## src/rtl/rlvd_pkg.sv

```systemverilog
package rlvd_pkg;

  localparam int LANES_DEFAULT = 8;
  localparam int LANES_MAX     = 8;

  // Register indexes, taken from paddr[2].
  localparam logic REG_DECODE_MODE = 1'b0;
  localparam logic REG_VOXEL_TOTAL = 1'b1;

  localparam logic MODE_BINARY = 1'b0;

  // A length byte of 255 in binary mode gives 254 voxels and keeps the value.
  localparam logic [7:0] LEN_HOLD     = 8'd255;
  localparam logic [7:0] LEN_HOLD_RUN = 8'd254;

  typedef enum logic [2:0] {
    PH_HEAD0 = 3'b001,
    PH_HEAD1 = 3'b010,
    PH_BODY  = 3'b100
  } phase_t;

  typedef enum logic [2:0] {
    ST_IDLE = 3'b001,
    ST_CLIP = 3'b010,
    ST_EMIT = 3'b100
  } state_t;

  typedef struct packed {
    logic [7:0] code_byte;
    logic       stream_last;
  } code_word_t;

  typedef struct packed {
    logic [63:0] voxel_bytes;
    logic [3:0]  voxel_count;
    logic        run_end;
    logic        image_done;
  } voxel_word_t;

endpackage

```

## src/rtl/run_length_voxel_decoder_unit.sv

```systemverilog
// Channel   Direction  Handshake                 Word
// code      in         code_valid / code_stall   rlvd_pkg::code_word_t
// voxel     out        voxel_valid / voxel_stall rlvd_pkg::voxel_word_t
// apb       in/out     psel, penable, pready     decode_mode at 0, voxel_total at 4
//
// A run byte is accepted, then clipped against the voxels still missing, then
// sent as ceil(n / LANES) beats for a clipped run of n voxels; the beat loop
// shares one subtractor.
// The output register lets the last beat wait while the next byte is taken.
// Reset is synchronous; it clears the control and configuration registers and the voxel count to zero.
// A stalled output holds the beat loop until the register is taken.
module run_length_voxel_decoder_unit #(
  parameter int LANES = rlvd_pkg::LANES_DEFAULT
) (
  input  logic                  clk,
  input  logic                  rst,
  input  logic                  code_valid,
  output logic                  code_stall,
  input  rlvd_pkg::code_word_t  code_word,
  output logic                  voxel_valid,
  input  logic                  voxel_stall,
  output rlvd_pkg::voxel_word_t voxel_word,
  input  logic                  psel,
  input  logic                  penable,
  input  logic                  pwrite,
  input  logic [2:0]            paddr,
  input  logic [31:0]           pwdata,
  output logic [31:0]           prdata,
  output logic                  pready
);
  import rlvd_pkg::*;

  localparam logic [7:0] LANES_W = 8'(LANES);

  logic        decode_mode;
  logic [31:0] voxel_total;

  state_t      state;
  phase_t      phase;
  logic [7:0]  first_value;
  logic [7:0]  second_value;
  logic        use_second;
  logic [7:0]  held_length;
  logic [31:0] voxels_left;

  logic [7:0]  run_value;
  logic [7:0]  run_len;
  logic        run_last;
  logic        done_flag;
  logic [7:0]  remaining;

  logic        code_take;
  logic        cfg_write;
  logic        out_free;
  logic        beat_load;
  logic        run_byte;
  logic [7:0]  clip_len;
  logic [31:0] left_after;
  logic [7:0]  beat_count;
  voxel_word_t beat;

  phase_t      phase_next;
  logic        use_second_next;
  logic [31:0] voxels_left_next;

  assign pready     = 1'b1;
  assign code_stall = (state != ST_IDLE);
  assign code_take  = code_valid && (state == ST_IDLE);
  assign cfg_write  = psel && penable && pwrite && pready;
  assign out_free   = !voxel_valid || !voxel_stall;
  assign beat_load  = (state == ST_EMIT) && out_free;
  assign run_byte   = (decode_mode == MODE_BINARY) ? (phase == PH_BODY)
                                                   : (phase != PH_HEAD0);

  always_comb begin
    unique case (paddr[2])
      REG_DECODE_MODE: prdata = {31'd0, decode_mode};
      REG_VOXEL_TOTAL: prdata = voxel_total;
      default:         prdata = 32'd0;
    endcase
  end

  // Clip the run to the voxels still missing.
  always_comb begin
    if ({24'd0, run_len} > voxels_left) begin
      clip_len = voxels_left[7:0];
    end else begin
      clip_len = run_len;
    end
    left_after = voxels_left - {24'd0, clip_len};
  end

  always_comb begin
    if (remaining < LANES_W) begin
      beat_count = remaining;
    end else begin
      beat_count = LANES_W;
    end
    for (int i = 0; i < LANES_MAX; i++) begin
      beat.voxel_bytes[8*i +: 8] = (8'(i) < beat_count) ? run_value : 8'h00;
    end
    beat.voxel_count = beat_count[3:0];
    beat.run_end     = (remaining <= LANES_W);
    beat.image_done  = (remaining <= LANES_W) && done_flag;
  end

  always_comb begin
    phase_next       = phase;
    use_second_next  = use_second;
    voxels_left_next = voxels_left;
    if (code_take) begin
      if (decode_mode == MODE_BINARY) begin
        unique case (phase)
          PH_HEAD0: phase_next = PH_HEAD1;
          PH_HEAD1: phase_next = PH_BODY;
          PH_BODY: begin
            if (code_word.code_byte != LEN_HOLD) begin
              use_second_next = !use_second;
            end
          end
          default: phase_next = PH_HEAD0;
        endcase
      end else begin
        phase_next = (phase == PH_HEAD0) ? PH_HEAD1 : PH_HEAD0;
      end
      if (code_word.stream_last) begin
        phase_next      = PH_HEAD0;
        use_second_next = 1'b0;
        // A header byte reloads at once; a run reloads after its clip.
        if (!run_byte) begin
          voxels_left_next = voxel_total;
        end
      end
    end
    if (state == ST_CLIP) begin
      voxels_left_next = run_last ? voxel_total : left_after;
    end
    // Any register write restarts the phase and the voxel count; a run already in flight still finishes.
    if (cfg_write) begin
      phase_next       = PH_HEAD0;
      use_second_next  = 1'b0;
      voxels_left_next = (paddr[2] == REG_VOXEL_TOTAL) ? pwdata : voxel_total;
    end
  end

  always_ff @(posedge clk) begin
    if (rst) begin
      decode_mode  <= 1'b0;
      voxel_total  <= 32'd0;
      state        <= ST_IDLE;
      phase        <= PH_HEAD0;
      first_value  <= 8'd0;
      second_value <= 8'd0;
      use_second   <= 1'b0;
      held_length  <= 8'd0;
      voxels_left  <= 32'd0;
      voxel_valid  <= 1'b0;
    end else begin
      phase       <= phase_next;
      use_second  <= use_second_next;
      voxels_left <= voxels_left_next;

      if (beat_load) begin
        voxel_word  <= beat;
        voxel_valid <= 1'b1;
      end else if (!voxel_stall) begin
        voxel_valid <= 1'b0;
      end

      unique case (state)
        ST_IDLE: begin
          if (code_take) begin
            run_last <= code_word.stream_last;
            if (decode_mode == MODE_BINARY) begin
              unique case (phase)
                PH_HEAD0: first_value <= code_word.code_byte;
                PH_HEAD1: second_value <= code_word.code_byte;
                PH_BODY: begin
                  run_value <= use_second ? second_value : first_value;
                  if (code_word.code_byte == LEN_HOLD) begin
                    run_len <= LEN_HOLD_RUN;
                  end else begin
                    run_len <= code_word.code_byte;
                  end
                  state <= ST_CLIP;
                end
                default: state <= ST_IDLE;
              endcase
            end else begin
              if (phase == PH_HEAD0) begin
                held_length <= code_word.code_byte;
              end else begin
                run_value <= code_word.code_byte;
                run_len   <= held_length;
                state     <= ST_CLIP;
              end
            end
          end
        end
        ST_CLIP: begin
          done_flag <= (left_after == 32'd0);
          remaining <= clip_len;
          state     <= (clip_len == 8'd0) ? ST_IDLE : ST_EMIT;
        end
        ST_EMIT: begin
          if (out_free) begin
            remaining <= remaining - beat_count;
            if (beat.run_end) begin
              state <= ST_IDLE;
            end
          end
        end
        default: state <= ST_IDLE;
      endcase

      if (cfg_write) begin
        if (paddr[2] == REG_VOXEL_TOTAL) begin
          voxel_total <= pwdata;
        end else begin
          decode_mode <= pwdata[0];
        end
      end
    end
  end

endmodule

```

## config.mk

```make
export PLATFORM = sky130hd
export DESIGN_NAME = run_length_voxel_decoder_unit
export DESIGN_NICKNAME = d
export VERILOG_FILES = /design/src/rtl/rlvd_pkg.sv /design/src/rtl/run_length_voxel_decoder_unit.sv
export SDC_FILE = /design/constraint.sdc
export NUM_CORES = 1
export LEC_CHECK = 0
export ABC_CLOCK_PERIOD_IN_PS = 6700
export BUFFER_PORTS_ARGS = -buffer_cell sky130_fd_sc_hd__buf_2
export CORE_ASPECT_RATIO = 0.7
export CORE_UTILIZATION = 40
export CTS_BUF_LIST = sky130_fd_sc_hd__clkbuf_8 sky130_fd_sc_hd__clkbuf_16
export DETAILED_ROUTE_END_ITERATION = 12
export PLACE_DENSITY = 0.64
export SETUP_SLACK_MARGIN = 0.05
export SYNTH_ARGS = -nofsm -noshare
export SYNTH_HDL_FRONTEND = slang
export SYNTH_SLANG_ARGS = --single-unit
```

## constraint.sdc

```tcl
create_clock -name clk -period 6.7 [get_ports clk]
set_input_delay 1.005 -clock clk [delete_from_list [all_inputs] [get_ports clk]]
set_output_delay 1.005 -clock clk [all_outputs]
set_load 0.005 [all_outputs]
```

Word level (Yosys, flattened, before mapping)
Index checks and enable logic that the tools add are counted.
- logic and storage cells: 133
- input port bits: 51
- output and inout bits: 105
- flip-flop bits (word level): 193
- eq/ne operators: 20
- $lt $le $gt $ge: 11
- multiplexer cells: 39
- bitwise operators: 3
- reduce and logical (&&, ||, !) cells: 32
- add/sub/neg operators: 2
- operators by type and width (operator ; number):
    two-way mux 32 bit ; 7
    two-way mux 8 bit ; 11
    case mux 32 bit (2 select lines) ; 1
    greater-than comparator 8 x 32 -> 1 bit ; 1
    zero test 32 bit ; 1
    < comparator 3 x 8 -> 1 bit (first input constant) ; 4
    subtractor 32 x 8 -> 32 bit ; 1
    two-way mux 3 bit ; 8
    case mux 3 bit (3 select lines) ; 2
    < comparator 1 x 8 -> 1 bit (first input constant) ; 2
    < comparator 2 x 8 -> 1 bit (first input constant) ; 2
    case mux 8 bit (2 select lines) ; 1
    AND reduction 4 bit ; 4
    inequality test 2 bit (second input constant) ; 5
    AND reduction 5 bit ; 2
    inequality test 3 bit (second input constant) ; 3
    AND reduction 3 bit ; 3
    == test 8 bit (second input constant) ; 1
    less-or-equal comparator 8 x 4 -> 1 bit (second input constant) ; 1
    zero test 8 bit ; 1
    < comparator 8 x 4 -> 1 bit (second input constant) ; 1
    inequality test 8 bit (second input constant) ; 1
    AND reduction 2 bit ; 4
    nonzero test 2 bit ; 4
    other kinds (16) ; 36

Logic depth before layout (Yosys ltp)
- depth in word-level cells: 7
- depth in mapped cells: 25
- depth with buffers taken out: 20

Worst setup path before layout
No wires, ideal clock.
- path kind: flip-flop to flip-flop
- from: reg voxels_left[9]
- to: reg done_flag, data pin
- stages on the path, launching flop included: 23
- setup time: 0.182 ns
- arrival time: 5.020 ns
- clock period less this slack: 5.202 ns
- required time: 6.518 ns
- slack: 1.498 ns
- path buffers: 6
- cells stage by stage: dfxtp_1 > buf_6 > or3_1 > buf_2 > nor4_4 > or3b_1 > buf_2 > a21o_1 > buf_2 > clkbuf_1 > a21oi_1 > inv_1 > fa_1 > nand2b_1 > o211a_1 > o21ba_2 > maj3_1 > a211oi_1 > buf_2 > o2111ai_1 > nor4_1 > nand4_1 > nor4b_1
- longest elaborated chain between the ends: 4
- ends and longest elaborated chain (item ; RTL line ; RTL):
    start, declared ; run_length_voxel_decoder_unit.sv:44 ; logic [31:0] voxels_left;
    start signal, assigned ; run_length_voxel_decoder_unit.sv:161 ; voxels_left <= voxels_left_next;
    greater-than comparator 8 x 32 -> 1 bit ; run_length_voxel_decoder_unit.sv:85 ; if ({24'd0, run_len} > voxels_left) begin
    two-way mux 8 bit ; run_length_voxel_decoder_unit.sv:85 ;
    subtractor 32 x 8 -> 32 bit * ; run_length_voxel_decoder_unit.sv:90 ; left_after = voxels_left - {24'd0, clip_len};
    zero test 32 bit * ; run_length_voxel_decoder_unit.sv:201 ; done_flag <= (left_after == 32'd0);
    end signal, assigned ; run_length_voxel_decoder_unit.sv:201 ;
    end, declared ; run_length_voxel_decoder_unit.sv:49 ; logic done_flag;
Every way passes the cells marked *; elsewhere a longest branch is shown, timed or not.
A chain may end at the register's enable or synchronous reset.

Final worst setup path
- from: reg voxels_left[8]
- to: reg done_flag, data pin
Same word-level chain as after synthesis.

==> results.ini <==
[outcome]
outcome=complete, no violations

[min_path]
min-delay-start=second_value[1]
worstHoldPathType=reg2reg

[routing]
vias=8020
drt-wirelength-per-cell_um=17.4
vias_per_cell=5.38
drt_pre_antenna_iters=6
drc=0
drt-initial-drc-count=795
finalWirelength_mm=26.0
ant_nets=0

[pwr]
power_density_nw_per_um2=273
p_leak_nw=4.30
peakVddDrop_mv=0.180
power.total_mw=3.06

[logic_synthesis]
syn_inst=1043
synth_top_area_share_pct=30.1
yosysSeqAreaShare_pct=50.3
synth.largest_area_cell=edfxtp_1
synthTopCellsByCount=nand2_1 (147), nor2_1 (117), a21oi_1 (102), dfxtp_1 (97), edfxtp_1 (96)
postSynthAreaPerCell_um2=9.19
ys_warn_count=0
yosys_register_bits=193
synthArstFlopShare_pct=0
synth_edf_count=96
synth_area_leaders=edfxtp_1 (30%), dfxtp_1 (20%), nand2_1 (5.8%), a21oi_1 (5.3%), nor2_1 (4.6%)
syn-cell-area_um2=9580
ys_types=72
synth_most_common_cell=nand2_1
ys_dominant_reg_cell=dfxtp_1

[clock_network]
htree_levels=4
post-cts-setup-buffers=0
path_clk_slew_ps=80
postCtsHoldBufs=0
clock-sinks=193
clock_latency_ps=450
cts_tree=built
cts-root-buf=clkbuf_16
numCtsBuffers=17
cts_resized=0
cts_buffer_depth=2

[sta]
fin_setup_tns_ps=0
finalSetupViolations=0
worst_slew_pin_slew_ps=1080
fin_ws_ps=711
report.final.slew_viol_count=0
max_freq_mhz=167
hold_viol=0
rsz0062_at_grt=no
min_period_ps=5990
slew_headroom_pct=27.2
finalCritPeriodShare_pct=89.4
fin_skew_ps=15.9

[global_route]
groute.usage.overall_pct=20.9
grt_pass1_vias=7110
grt_overflow=0
antenna_found_initial=0
grt_first_pass_wirelength_mm=40.5
grt_max_degree=71

[worst_setup_path]
required_ps=6870
crit_start=voxels_left[8]
arrival_ps=6160
start_kind=flip-flop
critical_path_class=reg2reg
worst_setup_path_end_kind=flip-flop
critPathMaxFanout=12
timing.rr.start=voxels_left[8]

[placement]
io_buffers=152
place_hpwl_mm=18.4
pre_cts_slack_ps=869
dp_cells=1458
gp_congestion=0.950

[floorplanning]
chipHeight_um=132
fp.dieW_um=187
io_pins=156
initial_utilization_pct=41.5
num_rows=46
dieArea_um2=24600
core_area_um2=23100

[run]
drv_cap=0

[finish]
syn_to_final_growth_pct=17.1
fin_nets=1232
drive_gt1_share_pct=18.8
diodes=0
final_cells=1490
utilization_pct=48.6

## per-layer routing
metal | vias to the layer above | track usage (%) | wire length [um]
li1 | 3944 | - | -
met1 | 3779 | 33.8 | 13400
met2 | 287 | 27.9 | 10400
met3 | 10 | 4.67 | 2030
met4 | 0 | 3.73 | 160
met5 | - | 0 | 0
## per-stage QoR
step,hold slack [ps],area (um^2)
2_1_floorplan,432,9590
3_3_place_gp,438,10600
3_5_place_dp,445,10600
4_1_cts,454,11200
5_1_grt,470,11200
6_report,453,11200
## sequential cells by signal (all words and copies together) (netlist names), 3 cells and up
register      cells
first_value       8
held_length       8
phase             3
remaining         8
run_len           8
run_value         8
second_value      8
state             3
voxel_total      32
voxel_word       70
voxels_left      32
## power breakdown
group          internal (mW)  switching [mW]
Sequential              1.30          0.0595
Combinational          0.233           0.412
Clock                  0.515           0.544
## critical path, cell delays in order (launching register included)
cell and delay (ps):
dfxtp_1 410, or3_1 520, nor4_4 370, or3b_1 510, a21o_1 210, a21oi_1 420, inv_1 120, fa_1 440
nand2b_1 190, o211a_1 160, o21ba_2 220, maj3_1 360, a211oi_1 240, buf_4 220, nor2_1 140, nand3_1 130
xor2_1 240, o2111ai_1 220, nor4b_1 590
## cells by family (layout without fill, tap and decap cells)
logic type / count (synthesis) / count (layout) / share of synthesized area, %
AO/OA/AOI/OAI: 249 / 249 / 16.2
other: 1 / 2 / 0.0391
flip-flops: 193 / 193 / 50.3
XOR/XNOR: 22 / 22 / 2.01
AND/OR/NAND/NOR: 436 / 436 / 21.5
buffers and inverters: 87 / 221 / 3.58
multiplexers: 38 / 38 / 4.07
adder cells (fa/ha/maj): 17 / 17 / 2.27
## path summary, 6_finish.rpt
path	cells after the start	slack [ps]	to
max	18	710	done_flag
min	2	450	second_value[1]
max reg2reg	18	710	done_flag
min reg2reg	2	450	second_value[1]
## area by class of cell
type	instances	area, um^2
fill	2185	11900
sequential	193	4820
multi-input combinational	764	4440
timing repair buffer	164	853
clock buffer	17	425
tap	312	390
clock inverter	15	196
inverter	25	93.8
## cell usage in the layout (no fill, tap or decap), types with 14 or more instances in the layout
cell       synthesis  routed
buf_2              4     151
nor2b_1           32      32
ha_1              15      15
nor3_1            29      27
nand2_1          147     147
inv_1             24      24
edfxtp_1          96      96
clkbuf_16          0      17
nor2_1           117     116
dfxtp_1           97      97
o21ai_0           49      49
nand3_1           14      14
a21oi_1          102     102
mux2i_1           30      30
and2_1            47      47
Power figures use the tool's default switching activity.
